===== src/hdl/pwlti_pkg.sv =====
// package for the piecewise-linear interpolation table
// shared constants, codes and types; no dependencies
package pwlti_pkg;

    localparam int TABLE_DEPTH_DEF = 64;
    localparam int FRAC_BITS_DEF   = 16;
    localparam int DATA_W          = 32;
    localparam int IDX_W           = 6;
    localparam int CNT_W           = 7;
    localparam int MODE_W          = 2;
    localparam int STAT_W          = 2;

    // configuration register indexes
    localparam logic [0:0] REG_BOUNDS  = 1'b0;
    localparam logic [0:0] REG_ENTRIES = 1'b1;

    // bounds modes
    localparam logic [MODE_W-1:0] MODE_ERROR  = 2'd0;
    localparam logic [MODE_W-1:0] MODE_WARN   = 2'd1;
    localparam logic [MODE_W-1:0] MODE_CLAMP  = 2'd2;
    localparam logic [MODE_W-1:0] MODE_REPEAT = 2'd3;

    // status codes
    localparam logic [STAT_W-1:0] ST_OK    = 2'd0;
    localparam logic [STAT_W-1:0] ST_WARN  = 2'd1;
    localparam logic [STAT_W-1:0] ST_ERROR = 2'd2;
    localparam logic [STAT_W-1:0] ST_ORDER = 2'd3;

    localparam logic ACT_LOAD   = 1'b0;
    localparam logic ACT_LOOKUP = 1'b1;

    // word handed from front to back
    typedef struct packed {
        logic                     action;
        logic [IDX_W-1:0]         entry_index;
        logic signed [DATA_W-1:0] entry_y;
        logic signed [DATA_W-1:0] key_x;
    } cmd_t;

    typedef enum logic [3:0] {
        S_IDLE,
        S_READ0,
        S_READN,
        S_CLASS,
        S_MODDIV,
        S_SCAN,
        S_SCANW,
        S_FETCH,
        S_FETCHW,
        S_DIV1,
        S_DIV2,
        S_DIV3,
        S_DONE,
        S_LOAD,
        S_LOADW
    } state_t;

endpackage


===== src/hdl/pwlti_fifo.sv =====
// two-entry queue between front and back
// depends on pwlti_pkg
module pwlti_fifo
(
    input  logic              clk,
    input  logic              rst_n,
    input  logic              push,
    input  pwlti_pkg::cmd_t   push_data,
    output logic              full,
    input  logic              pop,
    output pwlti_pkg::cmd_t   pop_data,
    output logic              empty
);
    pwlti_pkg::cmd_t mem_reg [2];
    logic       wp_reg, rp_reg;
    logic [1:0] cnt_reg;

    assign full     = (cnt_reg == 2'd2);
    assign empty    = (cnt_reg == 2'd0);
    assign pop_data = mem_reg[rp_reg];

    // storage
    always_ff @(posedge clk)
    begin
        if (push && !full)
        begin
            mem_reg[wp_reg] <= push_data;
        end
    end

    // pointers and count
    always_ff @(posedge clk or negedge rst_n)
    begin
        if (!rst_n)
        begin
            wp_reg  <= 1'b0;
            rp_reg  <= 1'b0;
            cnt_reg <= 2'd0;
        end
        else
        begin
            if (push && !full)
            begin
                wp_reg <= ~wp_reg;
            end
            if (pop && !empty)
            begin
                rp_reg <= ~rp_reg;
            end
            cnt_reg <= cnt_reg + {1'b0, (push && !full)} - {1'b0, (pop && !empty)};
        end
    end
endmodule


===== config.mk =====
export PLATFORM = sky130hd
export DESIGN_NAME = pwlti_fifo
export DESIGN_NICKNAME = d
export VERILOG_FILES = /design/src/hdl/pwlti_pkg.sv /design/src/hdl/pwlti_fifo.sv
export SDC_FILE = /design/constraint.sdc
export NUM_CORES = 1
export LEC_CHECK = 0
export ABC_AREA = 1
export BUFFER_PORTS_ARGS = -buffer_cell sky130_fd_sc_hd__buf_4
export CORE_ASPECT_RATIO = 1.5
export CORE_MARGIN = 1.5
export CORE_UTILIZATION = 29
export DETAILED_ROUTE_END_ITERATION = 10
export PLACE_DENSITY_LB_ADDON = 0.08
export SYNTH_ARGS = -nofsm -noshare
export SYNTH_HDL_FRONTEND = slang
export SYNTH_SLANG_ARGS = --single-unit

===== constraint.sdc =====
create_clock -name clk -period 9.6 [get_ports clk]
set_input_delay 2.4 -clock clk [delete_from_list [all_inputs] [get_ports clk]]
set_output_delay 2.4 -clock clk [all_outputs]
set_load 0.02 [all_outputs]

==> results.py <==
metrics = {
    "sta": {
        "slew_headroom_pct": 31.9,
        "fin_setup_tns_ns": 0,
        "fin_crit_sh_pct": 51.2,
        "fin_skew_ns": 0.0155,
        "hold_violations": 0,
        "tightest_slew_ns": 1.02,
        "slew_viol_final": 0,
        "fmax_ghz": 0.203,
        "setup_violations": 0,
        "period_minus_slack_ns": 4.92,
        "rsz0062_at_grt": "no",
    },
    "clock_tree": {
        "hold_buffers": 0,
        "cts_buffer_depth": 2,
        "cts_tree": "built",
        "cts.htree.levels": 4,
        "post_cts_buffers": 0,
        "cts.sinks": 146,
        "cts_root_buf": "clkbuf_16",
        "clock_latency_ns": 0.41,
        "ctsResizeCount": 0,
        "path_clk_slew_ns": 0.06,
        "cts_buffers": 17,
    },
    "drt": {
        "ant_nets": 0,
        "drt-initial-drc-count": 152,
        "drtPass1Iterations": 4,
        "vias": 3350,
        "wl_per_cell_um": 14.3,
        "drc": 0,
        "vias_per_cell": 4.08,
        "wl_um": 11700,
    },
    "synth": {
        "synth.mux.area_fraction_pct": 0,
        "synth_top_area_share_pct": 78.5,
        "synth_warnings": 0,
        "syn_inst": 404,
        "yosys.area.top_type": "edfxtp_1",
        "synth_ff_type": "edfxtp_1",
        "synthesis.nets": 481,
        "synth_top_family_by_area": "simple AND/OR/NAND/NOR gates",
        "synth_common_cells": "nand2_1, edfxtp_1, inv_1, buf_6, buf_2",
        "ys_types": 11,
        "synthArstFlopShare_pct": 2.74,
        "seq_area_frac_synth_pct": 80.4,
        "synth_xor_area_share_pct": 0,
        "ys_ff_latch": 146,
        "syn_area_mm2": 0.00543,
        "synth.most_common_cell": "nand2_1",
        "synth-simple-area-share_pct": 16.0,
        "synth_area_leaders": "edfxtp_1, nand2_1, dfrtp_1",
        "synth.avg_cell_area_um2": 13.4,
        "synth_compound_area_share_pct": 0,
        "synth_edf_count": 142,
        "yosys.area_share.adder_pct": 0.461,
    },
    "cells_and_area": {
        "fin_nets": 635,
        "diodes": 0,
        "syn_to_final_growth_pct": 36.5,
        "drive_gt1_share_pct": 32.1,
        "largest_reg_flops": 142,
        "fillers": 1804,
    },
    "pwr": {
        "vdd_ir_drop_max_mv": 0.134,
        "power.density_mw_per_mm2": 341,
        "power_mw": 2.53,
        "cellLeakagePower_nw": 3.16,
    },
    "critical_path": {
        "arrival_ns": 2.52,
        "cp-start-kind": "flip-flop",
        "crit_fanout": 72,
        "endpoint_kind": "primary output",
        "crit_type": "reg -> out",
        "required_ns": 7.20,
    },
    "global_route": {
        "gr-total-overflow": 0,
        "track_usage_pct": 12.3,
        "grt_pass1_vias": 3375,
        "grt_max_degree": 73,
        "grt_pass1_wl_um": 17900,
        "antenna_found_initial": 0,
    },
    "flow_run": {
        "drv_cap": 0,
    },
    "min_path": {
        "min_path_type": "reg -> reg",
    },
    "floorplanning": {
        "coreArea_mm2": 0.0185,
        "row_count": 61,
        "ioPinCount": 148,
        "dieHeight_um": 171,
        "die_area_mm2": 0.0196,
        "fp.dieW_um": 115,
        "start_util_pct": 29.4,
    },
    "place": {
        "place_congestion": 0.712,
        "io_buffer_count": 147,
        "hpwl_um": 6820,
    },
    "run_status": {
        "status": "complete, no violations",
    },
}
## report_power, final
part	total (mW)	switching [mW]	internal [mW]
clock network	0.745	0.256	0.489
registers	0.922	0.0497	0.872
logic	0.861	0.563	0.298
## logic make-up (layout without fill, tap and decap cells)
| logic type | Yosys count | count (layout) |
|---|---|---|
| adder cells (fa/ha/maj) | 2 | 2 |
| buffers and inverters | 26 | 192 |
| flip-flops | 146 | 146 |
| AND/OR/NAND/NOR | 230 | 230 |
## path summary, 6_finish.rpt
kind                            startpoint           end  slack (ns)  cells past startpoint
worst max-delay path                rp_reg  pop_data[45]        4.68                      5
worst min-delay path                wp_reg        wp_reg        0.49                      2
worst max register to register      rp_reg        rp_reg        7.50                      4
worst min register to register      wp_reg        wp_reg        0.49                      2
max in group asynchronous            rst_n    cnt_reg[1]        7.70                      1
min in group asynchronous            rst_n        rp_reg        1.78                      1
## critical path, cell delays in order (launching register included)
cell	delay, ns
dfrtp_2	0.72
buf_4	0.59
inv_6	0.37
nand2_1	0.14
nand2_1	0.09
buf_4	0.17
## per-layer routing
metal,GRT usage [%],vias to the layer above,share of wire (%)
met5,0,-,0
met3,4.04,9,5.6
met4,4.83,0,1.3
met2,22.2,81,54
li1,-,1661,-
met1,13.3,1599,39
## cells in the final DEF, fill, tap and decap left out, drive strengths merged
| cell | count |
|---|---|
| nand2 | 226 |
| buf | 150 |
| edfxtp | 142 |
| clkbuf | 19 |
| inv | 13 |
| bufinv | 6 |
| dfrtp | 4 |
| nand3 | 3 |
| clkinv | 3 |
| ha | 2 |
| nor2 | 1 |
| clkinvlp | 1 |
## area by class of cell
type | count | area (µm²) | area share (%)
clock buffers | 19 | 433 | 5.84
multi-input cells | 232 | 900 | 12.1
flip-flops and latches | 146 | 4370 | 58.9
well taps | 252 | 315 | 4.25
repair buffers | 150 | 1130 | 15.2
clock inverters | 12 | 228 | 3.07
inverters | 11 | 47.5 | 0.641
## through the flow
| stage | util [%] | hold slack, ns | area [µm²] | instances | setup WS, ns |
|---|---|---|---|---|---|
| after global routing | 40.1 | 0.494 | 7410 | 822 | 4.43 |
| after CTS | 40.1 | 0.487 | 7410 | 822 | 4.54 |
| after floorplan | - | 0.442 | 5430 | 404 | 3.65 |
| final | 40.1 | 0.493 | 7410 | 822 | 4.68 |
| after global placement | 36.6 | 0.457 | 6750 | 791 | 4.99 |
| after detailed placement | 36.6 | 0.464 | 6750 | 791 | 5.00 |
Note: power is estimated with default switching activity, not from simulation.
